File: config.mk
export PLATFORM = sky130hd
export DESIGN_NAME = alpha_blend_pixel_top
export DESIGN_NICKNAME = d
export VERILOG_FILES = /design/src/rtl/abp_pkg.sv /design/src/rtl/abp_div.sv /design/src/rtl/alpha_blend_pixel_top.sv
export SDC_FILE = /design/constraint.sdc
export NUM_CORES = 2
export LEC_CHECK = 0
export BUFFER_PORTS_ARGS = -buffer_cell sky130_fd_sc_hd__buf_2
export CORE_MARGIN = 8
export CORE_UTILIZATION = 44
export CTS_CLUSTER_DIAMETER = 50
export DETAILED_ROUTE_END_ITERATION = 10
export MAX_ROUTING_LAYER = met4
export PLACE_DENSITY_LB_ADDON = 0.3
export SYNTH_ARGS = -nofsm -noshare
export SYNTH_HDL_FRONTEND = slang
export SYNTH_SLANG_ARGS = --single-unit
File: constraint.sdc
create_clock -name i_clk -period 65.6 [get_ports i_clk]
set_input_delay 0 -clock i_clk [delete_from_list [all_inputs] [get_ports i_clk]]
set_output_delay 0 -clock i_clk [all_outputs]
set_load 0.02 [all_outputs]
File: src/rtl/abp_pkg.sv
// Shared types, widths and helpers for the alpha blend pixel pipeline.
// No dependencies; used by abp_div and alpha_blend_pixel_top.
`timescale 1ns / 1ps

package abp_pkg;

    localparam int ChanW     = 8;
    localparam int CoordW    = 12;
    localparam int NumW      = 2 * ChanW;
    localparam int DivStages = ChanW;

    localparam logic [ChanW-1:0] ChanMax = '1;
    localparam logic [ChanW-1:0] ChanMin = '0;

    localparam logic CmdSet   = 1'b0;
    localparam logic CmdBlend = 1'b1;

    // How the result of a request is formed.
    typedef enum logic [1:0] {
        SEL_SKIP,
        SEL_RAW,
        SEL_OPAQUE,
        SEL_MIX
    } t_sel;

    typedef struct packed {
        logic [ChanW-1:0]  src_r;
        logic [ChanW-1:0]  src_g;
        logic [ChanW-1:0]  src_b;
        logic [ChanW-1:0]  src_a;
        logic [ChanW-1:0]  dst_r;
        logic [ChanW-1:0]  dst_g;
        logic [ChanW-1:0]  dst_b;
        logic [ChanW-1:0]  dst_a;
        logic [CoordW-1:0] x;
        logic [CoordW-1:0] y;
    } t_pix;

    // What rides alongside the divider stages.
    typedef struct packed {
        t_sel              sel;
        logic [ChanW-1:0]  src_r;
        logic [ChanW-1:0]  src_g;
        logic [ChanW-1:0]  src_b;
        logic [ChanW-1:0]  src_a;
        logic [ChanW-1:0]  oa;
        logic [CoordW-1:0] x;
        logic [CoordW-1:0] y;
    } t_tail;

    // Round to nearest of p / 255 for p up to 255 * 255.
    // x / 255 == (x + (x >> 8) + 1) >> 8 while the quotient stays below 256.
    function automatic logic [ChanW-1:0] rdiv255(input logic [NumW-1:0] p);
        logic [NumW:0] x;
        logic [NumW:0] t;
        x = {1'b0, p} + (NumW+1)'(127);
        t = x + {{ChanW{1'b0}}, x[NumW:ChanW]} + (NumW+1)'(1);
        return t[NumW-1:ChanW];
    endfunction

endpackage

File: src/rtl/abp_div.sv
// Pipelined restoring divider, one quotient bit per stage.
// Depends on abp_pkg; numerator must be below 256 times the divisor.
`timescale 1ns / 1ps

module abp_div (
    input  logic                         i_clk,
    input  logic                         i_en,
    input  logic [abp_pkg::NumW-1:0]     i_num,
    input  logic [abp_pkg::ChanW-1:0]    i_den,
    output logic [abp_pkg::ChanW-1:0]    o_quo
);

    localparam int W = abp_pkg::ChanW;
    localparam int N = abp_pkg::DivStages;

    logic [W-1:0] r_rem [N];
    logic [W-1:0] r_low [N];
    logic [W-1:0] r_den [N];
    logic [W-1:0] r_quo [N];

    genvar k;
    generate
        for (k = 0; k < N; k++) begin : g_stage
            logic [W-1:0] w_rem_in;
            logic [W-1:0] w_low_in;
            logic [W-1:0] w_den_in;
            logic [W-1:0] w_quo_in;
            logic [W:0]   w_trial;
            logic         w_ge;

            if (k == 0) begin : g_first
                // High half is already below the divisor.
                assign w_rem_in = i_num[2*W-1:W];
                assign w_low_in = i_num[W-1:0];
                assign w_den_in = i_den;
                assign w_quo_in = '0;
            end else begin : g_next
                assign w_rem_in = r_rem[k-1];
                assign w_low_in = r_low[k-1];
                assign w_den_in = r_den[k-1];
                assign w_quo_in = r_quo[k-1];
            end

            assign w_trial = {w_rem_in, w_low_in[W-1]};
            assign w_ge    = (w_trial >= {1'b0, w_den_in});

            always_ff @(posedge i_clk) begin
                if (i_en) begin
                    r_rem[k] <= w_ge ? W'(w_trial - {1'b0, w_den_in}) : w_trial[W-1:0];
                    r_low[k] <= {w_low_in[W-2:0], 1'b0};
                    r_den[k] <= w_den_in;
                    r_quo[k] <= {w_quo_in[W-2:0], w_ge};
                end
            end
        end
    endgenerate

    assign o_quo = r_quo[N-1];

endmodule

File: src/rtl/alpha_blend_pixel_top.sv
// Throughput: one request per cycle while the output is not stalled; five
// arithmetic stages, then an eight-stage bit-per-cycle divider per color channel,
// then the output register.
// A stalled output freezes the whole pipeline; nothing is lost or repeated.
// Reset (synchronous, active low) clears all valid bits; data registers are not reset.
`timescale 1ns / 1ps

module alpha_blend_pixel_top (
    input  logic                          i_clk,
    input  logic                          i_rst_n,
    input  logic                          i_valid,
    output logic                          o_stall,
    input  logic                          i_cmd,
    input  logic [abp_pkg::ChanW-1:0]     i_src_r,
    input  logic [abp_pkg::ChanW-1:0]     i_src_g,
    input  logic [abp_pkg::ChanW-1:0]     i_src_b,
    input  logic [abp_pkg::ChanW-1:0]     i_src_a,
    input  logic [abp_pkg::ChanW-1:0]     i_dst_r,
    input  logic [abp_pkg::ChanW-1:0]     i_dst_g,
    input  logic [abp_pkg::ChanW-1:0]     i_dst_b,
    input  logic [abp_pkg::ChanW-1:0]     i_dst_a,
    input  logic [abp_pkg::ChanW-1:0]     i_coverage,
    input  logic [abp_pkg::CoordW-1:0]    i_pixel_x,
    input  logic [abp_pkg::CoordW-1:0]    i_pixel_y,
    output logic                          o_valid,
    input  logic                          i_stall,
    output logic                          o_write_enable,
    output logic [abp_pkg::ChanW-1:0]     o_out_r,
    output logic [abp_pkg::ChanW-1:0]     o_out_g,
    output logic [abp_pkg::ChanW-1:0]     o_out_b,
    output logic [abp_pkg::ChanW-1:0]     o_out_a,
    output logic [abp_pkg::CoordW-1:0]    o_out_x,
    output logic [abp_pkg::CoordW-1:0]    o_out_y
);

    localparam int W  = abp_pkg::ChanW;
    localparam int NW = abp_pkg::NumW;
    localparam int N  = abp_pkg::DivStages;

    logic w_en;

    // Hold everything while a finished request waits on the output.
    assign w_en    = !(o_valid && i_stall);
    assign o_stall = !w_en;

    // Stage 1: coverage product and early decisions.
    logic           r_v1;
    abp_pkg::t_pix  r_s1_pix;
    logic [NW-1:0]  r_s1_p;
    abp_pkg::t_sel  r_s1_pre;
    abp_pkg::t_sel  w_pre;

    always_comb begin
        if (i_coverage == abp_pkg::ChanMin) begin
            w_pre = abp_pkg::SEL_SKIP;
        end else if (i_cmd == abp_pkg::CmdSet && i_coverage == abp_pkg::ChanMax) begin
            w_pre = abp_pkg::SEL_RAW;
        end else if (i_cmd == abp_pkg::CmdBlend && i_src_a == abp_pkg::ChanMin) begin
            w_pre = abp_pkg::SEL_SKIP;
        end else begin
            w_pre = abp_pkg::SEL_MIX;
        end
    end

    always_ff @(posedge i_clk) begin
        if (w_en) begin
            r_s1_pix <= '{src_r: i_src_r, src_g: i_src_g, src_b: i_src_b, src_a: i_src_a,
                          dst_r: i_dst_r, dst_g: i_dst_g, dst_b: i_dst_b, dst_a: i_dst_a,
                          x: i_pixel_x, y: i_pixel_y};
            r_s1_p   <= NW'(i_src_a) * NW'(i_coverage);
            r_s1_pre <= w_pre;
        end
    end

    // Stage 2: faded alpha and final selection.
    logic           r_v2;
    abp_pkg::t_pix  r_s2_pix;
    logic [W-1:0]   r_s2_fa;
    abp_pkg::t_sel  r_s2_sel;
    logic [W-1:0]   w_fa;
    abp_pkg::t_sel  w_sel;

    assign w_fa = abp_pkg::rdiv255(r_s1_p);

    always_comb begin
        w_sel = r_s1_pre;
        if (r_s1_pre == abp_pkg::SEL_MIX) begin
            if (w_fa == abp_pkg::ChanMin) begin
                w_sel = abp_pkg::SEL_SKIP;
            end else if (w_fa == abp_pkg::ChanMax) begin
                w_sel = abp_pkg::SEL_OPAQUE;
            end
        end
    end

    always_ff @(posedge i_clk) begin
        if (w_en) begin
            r_s2_pix <= r_s1_pix;
            r_s2_fa  <= w_fa;
            r_s2_sel <= w_sel;
        end
    end

    // Stage 3: destination weight product.
    logic           r_v3;
    abp_pkg::t_pix  r_s3_pix;
    logic [W-1:0]   r_s3_fa;
    abp_pkg::t_sel  r_s3_sel;
    logic [NW-1:0]  r_s3_dp;

    always_ff @(posedge i_clk) begin
        if (w_en) begin
            r_s3_pix <= r_s2_pix;
            r_s3_fa  <= r_s2_fa;
            r_s3_sel <= r_s2_sel;
            r_s3_dp  <= NW'(r_s2_pix.dst_a) * NW'(abp_pkg::ChanMax - r_s2_fa);
        end
    end

    // Stage 4: destination contribution and result alpha.
    logic           r_v4;
    abp_pkg::t_pix  r_s4_pix;
    logic [W-1:0]   r_s4_fa;
    abp_pkg::t_sel  r_s4_sel;
    logic [W-1:0]   r_s4_dc;
    logic [W-1:0]   r_s4_oa;
    logic [W-1:0]   w_dc;
    logic [W:0]     w_oa_sum;

    assign w_dc     = abp_pkg::rdiv255(r_s3_dp);
    assign w_oa_sum = {1'b0, r_s3_fa} + {1'b0, w_dc};

    always_ff @(posedge i_clk) begin
        if (w_en) begin
            r_s4_pix <= r_s3_pix;
            r_s4_fa  <= r_s3_fa;
            r_s4_sel <= r_s3_sel;
            r_s4_dc  <= w_dc;
            r_s4_oa  <= w_oa_sum[W] ? abp_pkg::ChanMax : w_oa_sum[W-1:0];
        end
    end

    // Stage 5: rounded numerators per channel.
    logic           r_v5;
    abp_pkg::t_tail r_s5_tail;
    logic [NW-1:0]  r_s5_nr;
    logic [NW-1:0]  r_s5_ng;
    logic [NW-1:0]  r_s5_nb;
    logic [NW:0]    w_nr;
    logic [NW:0]    w_ng;
    logic [NW:0]    w_nb;
    logic [NW:0]    w_half;

    assign w_half = (NW+1)'(r_s4_oa >> 1);
    assign w_nr   = (NW+1)'(NW'(r_s4_pix.src_r) * NW'(r_s4_fa))
                  + (NW+1)'(NW'(r_s4_pix.dst_r) * NW'(r_s4_dc)) + w_half;
    assign w_ng   = (NW+1)'(NW'(r_s4_pix.src_g) * NW'(r_s4_fa))
                  + (NW+1)'(NW'(r_s4_pix.dst_g) * NW'(r_s4_dc)) + w_half;
    assign w_nb   = (NW+1)'(NW'(r_s4_pix.src_b) * NW'(r_s4_fa))
                  + (NW+1)'(NW'(r_s4_pix.dst_b) * NW'(r_s4_dc)) + w_half;

    always_ff @(posedge i_clk) begin
        if (w_en) begin
            r_s5_tail <= '{sel: r_s4_sel, src_r: r_s4_pix.src_r, src_g: r_s4_pix.src_g,
                           src_b: r_s4_pix.src_b, src_a: r_s4_pix.src_a, oa: r_s4_oa,
                           x: r_s4_pix.x, y: r_s4_pix.y};
            r_s5_nr   <= w_nr[NW-1:0];
            r_s5_ng   <= w_ng[NW-1:0];
            r_s5_nb   <= w_nb[NW-1:0];
        end
    end

    // Divider stages; a zero divisor only shows up on requests that do not mix.
    logic [W-1:0] w_qr;
    logic [W-1:0] w_qg;
    logic [W-1:0] w_qb;

    abp_div u_div_r (
        .i_clk (i_clk),
        .i_en  (w_en),
        .i_num (r_s5_nr),
        .i_den (r_s5_tail.oa),
        .o_quo (w_qr)
    );

    abp_div u_div_g (
        .i_clk (i_clk),
        .i_en  (w_en),
        .i_num (r_s5_ng),
        .i_den (r_s5_tail.oa),
        .o_quo (w_qg)
    );

    abp_div u_div_b (
        .i_clk (i_clk),
        .i_en  (w_en),
        .i_num (r_s5_nb),
        .i_den (r_s5_tail.oa),
        .o_quo (w_qb)
    );

    logic           r_vd   [N];
    abp_pkg::t_tail r_tail [N];

    always_ff @(posedge i_clk) begin
        if (w_en) begin
            r_tail[0] <= r_s5_tail;
            for (int i = 1; i < N; i++) begin
                r_tail[i] <= r_tail[i-1];
            end
        end
    end

    // Output register.
    abp_pkg::t_tail w_last;
    logic           w_we;
    logic [W-1:0]   w_r;
    logic [W-1:0]   w_g;
    logic [W-1:0]   w_b;
    logic [W-1:0]   w_a;

    assign w_last = r_tail[N-1];

    always_comb begin
        case (w_last.sel)
            abp_pkg::SEL_RAW: begin
                w_we = 1'b1;
                w_r  = w_last.src_r;
                w_g  = w_last.src_g;
                w_b  = w_last.src_b;
                w_a  = w_last.src_a;
            end
            abp_pkg::SEL_OPAQUE: begin
                w_we = 1'b1;
                w_r  = w_last.src_r;
                w_g  = w_last.src_g;
                w_b  = w_last.src_b;
                w_a  = abp_pkg::ChanMax;
            end
            abp_pkg::SEL_MIX: begin
                w_we = 1'b1;
                w_r  = w_qr;
                w_g  = w_qg;
                w_b  = w_qb;
                w_a  = w_last.oa;
            end
            default: begin
                w_we = 1'b0;
                w_r  = abp_pkg::ChanMin;
                w_g  = abp_pkg::ChanMin;
                w_b  = abp_pkg::ChanMin;
                w_a  = abp_pkg::ChanMin;
            end
        endcase
    end

    logic r_out_valid;

    always_ff @(posedge i_clk) begin
        if (w_en) begin
            o_write_enable <= w_we;
            o_out_r        <= w_r;
            o_out_g        <= w_g;
            o_out_b        <= w_b;
            o_out_a        <= w_a;
            o_out_x        <= w_last.x;
            o_out_y        <= w_last.y;
        end
    end

    // Valid bits advance with the data.
    always_ff @(posedge i_clk) begin
        if (!i_rst_n) begin
            r_v1        <= 1'b0;
            r_v2        <= 1'b0;
            r_v3        <= 1'b0;
            r_v4        <= 1'b0;
            r_v5        <= 1'b0;
            for (int i = 0; i < N; i++) begin
                r_vd[i] <= 1'b0;
            end
            r_out_valid <= 1'b0;
        end else if (w_en) begin
            r_v1        <= i_valid;
            r_v2        <= r_v1;
            r_v3        <= r_v2;
            r_v4        <= r_v3;
            r_v5        <= r_v4;
            r_vd[0]     <= r_v5;
            for (int i = 1; i < N; i++) begin
                r_vd[i] <= r_vd[i-1];
            end
            r_out_valid <= r_vd[N-1];
        end
    end

    assign o_valid = r_out_valid;

endmodule

# Yosys cells after proc, flatten, opt, wreduce, memory -nomap -nowiden
# Memory sizes are Yosys's and may differ from the RTL's. A register that Yosys moved wholly into a read port is not among the register bits.
# Index checks and enable logic that the tools add are counted.
dict set report word_totals {
  reg_bits 592
  mem_bits_rw 1280
  output_inout_bits 59
  mem_count 14
}
# memory words word_bits rd rd_clocked_by_memory_dff wr line_no
set mem_list {}
lappend mem_list {r_tail 8 66 8 0 8 alpha_blend_pixel_top.sv:203} ;# abp_pkg::t_tail r_tail [N];
lappend mem_list {u_div_b.r_den 8 8 7 0 8 abp_div.sv:18} ;# logic [W-1:0] r_den [N];
lappend mem_list {u_div_b.r_quo 8 8 8 0 8 abp_div.sv:19} ;# logic [W-1:0] r_quo [N];
lappend mem_list {u_div_b.r_rem 8 8 7 0 8 abp_div.sv:16} ;# logic [W-1:0] r_rem [N];
lappend mem_list {u_div_g.r_den 8 8 7 0 8 abp_div.sv:18}
lappend mem_list {u_div_g.r_quo 8 8 8 0 8 abp_div.sv:19}
lappend mem_list {{8 more memories} n/a n/a n/a n/a n/a n/a}
dict set report op_classes {
  add_sub_neg 38
  n_mul 8
  n_lt_le_gt_ge 24
  eq_ne 6
  mux 46
  n_bitwise 9
  reduce_logical 11
}
# operator n
set ops {}
lappend ops {{greater-or-equal comparator 9 x 8 -> 1 bit} 24}
lappend ops {{two-way mux 8 bit} 24}
lappend ops {{subtractor 8 bit} 24}
lappend ops {{multiplier 8 x 8 -> 16 bit} 7}
lappend ops {{adder 16 bit} 3}
lappend ops {{adder 16 x 7 -> 16 bit} 3}
lappend ops {{one-hot mux 8 bit (2 select lines)} 3}
lappend ops {{adder 16 x 7 -> 17 bit, second input constant} 2}
lappend ops {{adder 16 x 1 -> 16 bit, second input constant} 2}
lappend ops {{adder 16 x 9 -> 16 bit} 2}
lappend ops {{logical NOT 8 bit} 3}
lappend ops {{one-hot mux 8 bit (3 select lines)} 1}
lappend ops {{== test 8 bit, second input constant} 2}
lappend ops {{multiplier 9 x 9 -> 16 bit} 1}
lappend ops {{two-way mux 1 bit} 14}
lappend ops {{adder 8 x 8 -> 9 bit} 1}
lappend ops {{subtractor 8 x 8 -> 9 bit, first input constant} 1}
lappend ops {{two-way mux 2 bit} 4}
lappend ops {{OR 1 bit} 8}
lappend ops {{== test 2 bit, second input constant} 3}
lappend ops {{OR reduction 2 bit} 2}
lappend ops {{logical AND 1 bit} 3}
lappend ops {{OR reduction 3 bit} 1}
lappend ops {{== test 2 x 1 -> 1 bit, second input constant} 1}
lappend ops {{2 further kinds} 3}

# Depth between registers and ports, before layout
dict set report depth {
  ltp_word 7
  ltp_mapped 24
  mapped_depth_nobuf 24
}

# Cells and area by module
# From an unflattened synthesis, not the netlist that was laid out.
dict set report unflattened {
  hier_cells 5515
  hier_area_um2 80158.1
}
# mod instances cells_per_inst area_each_um2 seq_area_each_um2
set modules_own_cells {}
lappend modules_own_cells {alpha_blend_pixel_top 1 3532 53995.5 33792.4}
lappend modules_own_cells {abp_div 3 661 8720.9 5285.1}

# Worst setup path after synthesis
# OpenSTA, ideal clock, no wires.
dict set report synth_timing {
  path_type {flip-flop to flip-flop}
  from {reg r_out_valid, in the netlist o_valid, read port of r_vd}
  to {mem r_vd[5] (data pin)}
  setup_ns 0.351
  t_arrival_ns 43.221
  required_ns 65.249
  slack_ns 22.028
  stages_incl_launch_ff 4
  synth_period_minus_slack_ns 43.572
  path_cell_list {dfxtp_1 > nand2_1 > clkbuf_1 > and3_1}
}
# item line_no
set synth_lines {}
lappend synth_lines {{start, declared} alpha_blend_pixel_top.sv:257} ;# logic r_out_valid;
lappend synth_lines {{end, declared} alpha_blend_pixel_top.sv:202} ;# logic r_vd [N];

# Worst setup path after layout
dict set report layout_timing {
  from {reg r_s4_fa[1]}
  to {reg r_s5_nr[15] (data pin)}
}
dict set report layout_via {
  elab_chain_len 3
}
# item line_no
set layout_rtl {}
lappend layout_rtl {{start, declared} alpha_blend_pixel_top.sv:123} ;# logic [W-1:0] r_s4_fa;
lappend layout_rtl {{start signal, assigned} alpha_blend_pixel_top.sv:136} ;# r_s4_fa <= r_s3_fa;
lappend layout_rtl {{multiplier 8 x 8 -> 16 bit} alpha_blend_pixel_top.sv:155} ;# assign w_nr = (NW+1)'(NW'(r_s4_pix.src_r) * NW'(r_s4_fa))
lappend layout_rtl {{adder 16 bit} alpha_blend_pixel_top.sv:156} ;# + (NW+1)'(NW'(r_s4_pix.dst_r) * NW'(r_s4_dc)) + w_half;
lappend layout_rtl {{adder 16 x 7 -> 16 bit} alpha_blend_pixel_top.sv:156}
lappend layout_rtl {{net w_nr[15]} alpha_blend_pixel_top.sv:149} ;# logic [NW:0] w_nr;
lappend layout_rtl {{end signal, assigned} alpha_blend_pixel_top.sv:167} ;# r_s5_nr <= w_nr[NW-1:0];
lappend layout_rtl {{end, declared} alpha_blend_pixel_top.sv:146} ;# logic [NW-1:0] r_s5_nr;
# The timed path passes the listed nets, and every way through them passes these cells.
# A chain may end at the register's enable or synchronous reset.

==> flow_summary.json <==
{
  "rsz0062_at_grt": "no",
  "ant_nets": 0,
  "syn_nets": 6068,
  "routedWlPerCell_um": 17.7,
  "boundaryPins": 160,
  "grt-ovfl-total": 0,
  "clkTransAtPathRegs_ps": 60,
  "clockRootBuffer": "clkbuf_16",
  "skew_ps": 51.4,
  "layout_common_cells": "1,478 x edfxtp_1, 746 x inv_1, 494 x ha_1",
  "maxSlewHeadroom_pct": 27.7,
  "synth-edff-count": 1478,
  "n_antenna_cell": 0,
  "regToRegSetupSlack_ps": 59420,
  "synth_area_mm2": 0.0738,
  "fp-row-count": 150,
  "drc_errors": 0,
  "reg2reg_depth": 18,
  "grt_usage_pct": 15.8,
  "hp-class": "input pin to flop",
  "port-buffer-count": 159,
  "viasPerCell": 4.89,
  "crit_type": "flop to flop",
  "synth_cells": 5069,
  "cts_made_buffers": 166,
  "seq_area_frac_synth_pct": 60.4,
  "clock.fmax_mhz": 162,
  "cp.arrival_ps": 6700,
  "synth_seq_cells": 1489,
  "drive_above_1_share_pct": 10.2,
  "async_reset_ff_share_pct": 0,
  "cts_setup_buffers": 0,
  "finalSetupTns_ps": 0,
  "setup_viol": 0,
  "coreArea_mm2": 0.167,
  "cts_tree": "done",
  "clock_latency_ps": 790,
  "die-area_mm2": 0.181,
  "drv_cap": 0,
  "layout_commonest_cell": "edfxtp_1",
  "synth.lib_cells_used.distinct": 61,
  "slew_violations": 0,
  "worstMarginPinSlew_ps": 1080,
  "min_period_ps": 6180,
  "yosys_most_used_dff": "edfxtp_1",
  "via_count": 38519,
  "status": "finished clean",
  "place.gp.congestion": 0.865,
  "first_global_vias": 40629,
  "grt_max_degree": 185,
  "firstDrtPassIters": 6,
  "finalCritPeriodShare_pct": 9.41,
  "start_util_pct": 44.2,
  "crit_fanout": 24,
  "finalWirelength_um": 139000,
  "hold_viol_final": 0,
  "clockBufferDepth": 3,
  "cts_htree_levels": 4,
  "antenna_found_initial": 3,
  "synthToLayoutAreaGrowth_pct": 14.8,
  "nFillCells": 13846,
  "fin_nets": 6540,
  "dp_hpwl_um": 99300,
  "end_kind": "flop",
  "cts.sinks": 1489,
  "syn_area_per_cell_um2": 14.6,
  "die_h_um": 426,
  "yosysWarnings": 0,
  "die_w_um": 426,
  "holdPathStages": 4,
  "grt_pass1_wl_um": 220000,
  "first_iter_violations": 2282,
  "startpoint_type": "flop",
  "worstPathRequired_ps": 66120
}
kinds of logic after synthesis:
kind of cell | count (synthesis) | share of synthesized area, %
xor gates and xnor gates | 193 | 2.29
muxes | 149 | 2.20
DFF | 1489 | 60.4
buffers and inverters | 807 | 4.10
adders and majority gates | 898 | 19.3
and+or+nand+nor | 1069 | 7.43
AOI/OAI and AO/OA | 464 | 4.24
timing repair:
| action | in CTS | in global routing |
|---|---|---|
| hold endpoints to repair | 110 | 0 |
| resized for setup | 0 | 0 |
| hold buffers | 181 | 0 |
per-layer routing:
metal / vias up / track usage, % / routed length (um)
li1: 18601 / - / -
met1: 18989 / 19.0 / 59500
met2: 644 / 27.2 / 70200
met3: 285 / 2.54 / 4950
met4: 0 / 5.56 / 4650
met5: - / - / 0
through the flow:
stage                     utilization [%]  cells  hold WS (ps)  instance area [um^2]  setup slack (ps)
after global routing                 50.8   7879          61.9                 84700             59000
after global placement               46.4   7396           177                 77400             59470
after detailed placement             46.4   7396           178                 77400             59420
after CTS                            50.8   7879          2.53                 84700             59360
after floorplan                         -   5069          98.9                 73800             22030
final                                50.8   7879          49.6                 84700             59420
critical path, cell delays in order, from the launching register on:
cell and delay, ps:
edfxtp_1 1020, nand2_1 190, fa_1 540, fa_1 550, inv_1 50, fa_1 480
fa_1 500, fa_1 480, inv_1 50, fa_1 470, inv_1 40, ha_1 330
nor3_1 70, nor2_1 160, nand3_1 130, and3_1 190, o41ai_1 380, a21oi_1 130
xor2_1 150
sequential cells by signal (all words and copies together) (netlist names), 28 cells and up:
signal         count
u_div_r.r_quo     36
u_div_g.r_rem     56
u_div_g.r_quo     36
r_s5_tail         66
u_div_b.r_quo     36
r_tail           528
u_div_g.r_low     28
r_s3_pix          80
u_div_b.r_low     28
u_div_r.r_rem     56
r_s1_pix          88
r_s2_pix          88
u_div_b.r_rem     56
u_div_r.r_low     28
r_s4_pix          80
final timing paths:
check | start | to
max | r_s4_fa[1] | r_s5_nr[15]
min | i_stall | r_v2
max reg2reg | r_s4_fa[1] | r_s5_nr[15]
min reg2reg | r_s2_pix[4] | r_s3_pix[4]
layout make-up:
type / count / area (um^2) / share of cell area, %
Sequential cell: 1489 / 44600 / 52.6
Multi-Input combinational cell: 2773 / 26200 / 30.9
Clock buffer: 197 / 4310 / 5.09
Timing Repair Buffer: 365 / 2820 / 3.33
Inverter: 746 / 2800 / 3.30
Tap cell: 2204 / 2760 / 3.25
Clock inverter: 105 / 1230 / 1.46
synthesized netlist by cell type (27+ instances only):
master | instances | share of area [%]
a21oi_1 | 96 | 0.65
mux2_2 | 105 | 1.6
nor4_1 | 27 | 0.23
o21a_1 | 48 | 0.49
mux2i_1 | 44 | 0.60
ha_1 | 494 | 8.4
nor2b_1 | 93 | 0.79
xor2_1 | 49 | 0.58
and2_1 | 263 | 2.2
fa_1 | 404 | 11
a21boi_0 | 54 | 0.55
nand2_1 | 298 | 1.5
nand2b_1 | 54 | 0.46
nand4_1 | 48 | 0.41
nor2_1 | 173 | 0.88
o21ai_0 | 112 | 0.76
xnor2_1 | 144 | 1.7
a21o_1 | 50 | 0.51
clkbuf_1 | 60 | 0.31
edfxtp_1 | 1478 | 60
inv_1 | 746 | 3.8
nor3_1 | 50 | 0.34
Power is left out: the tool's default activity adds up to more than one toggle a clock period on the data nets, which glitch-free logic cannot reach.
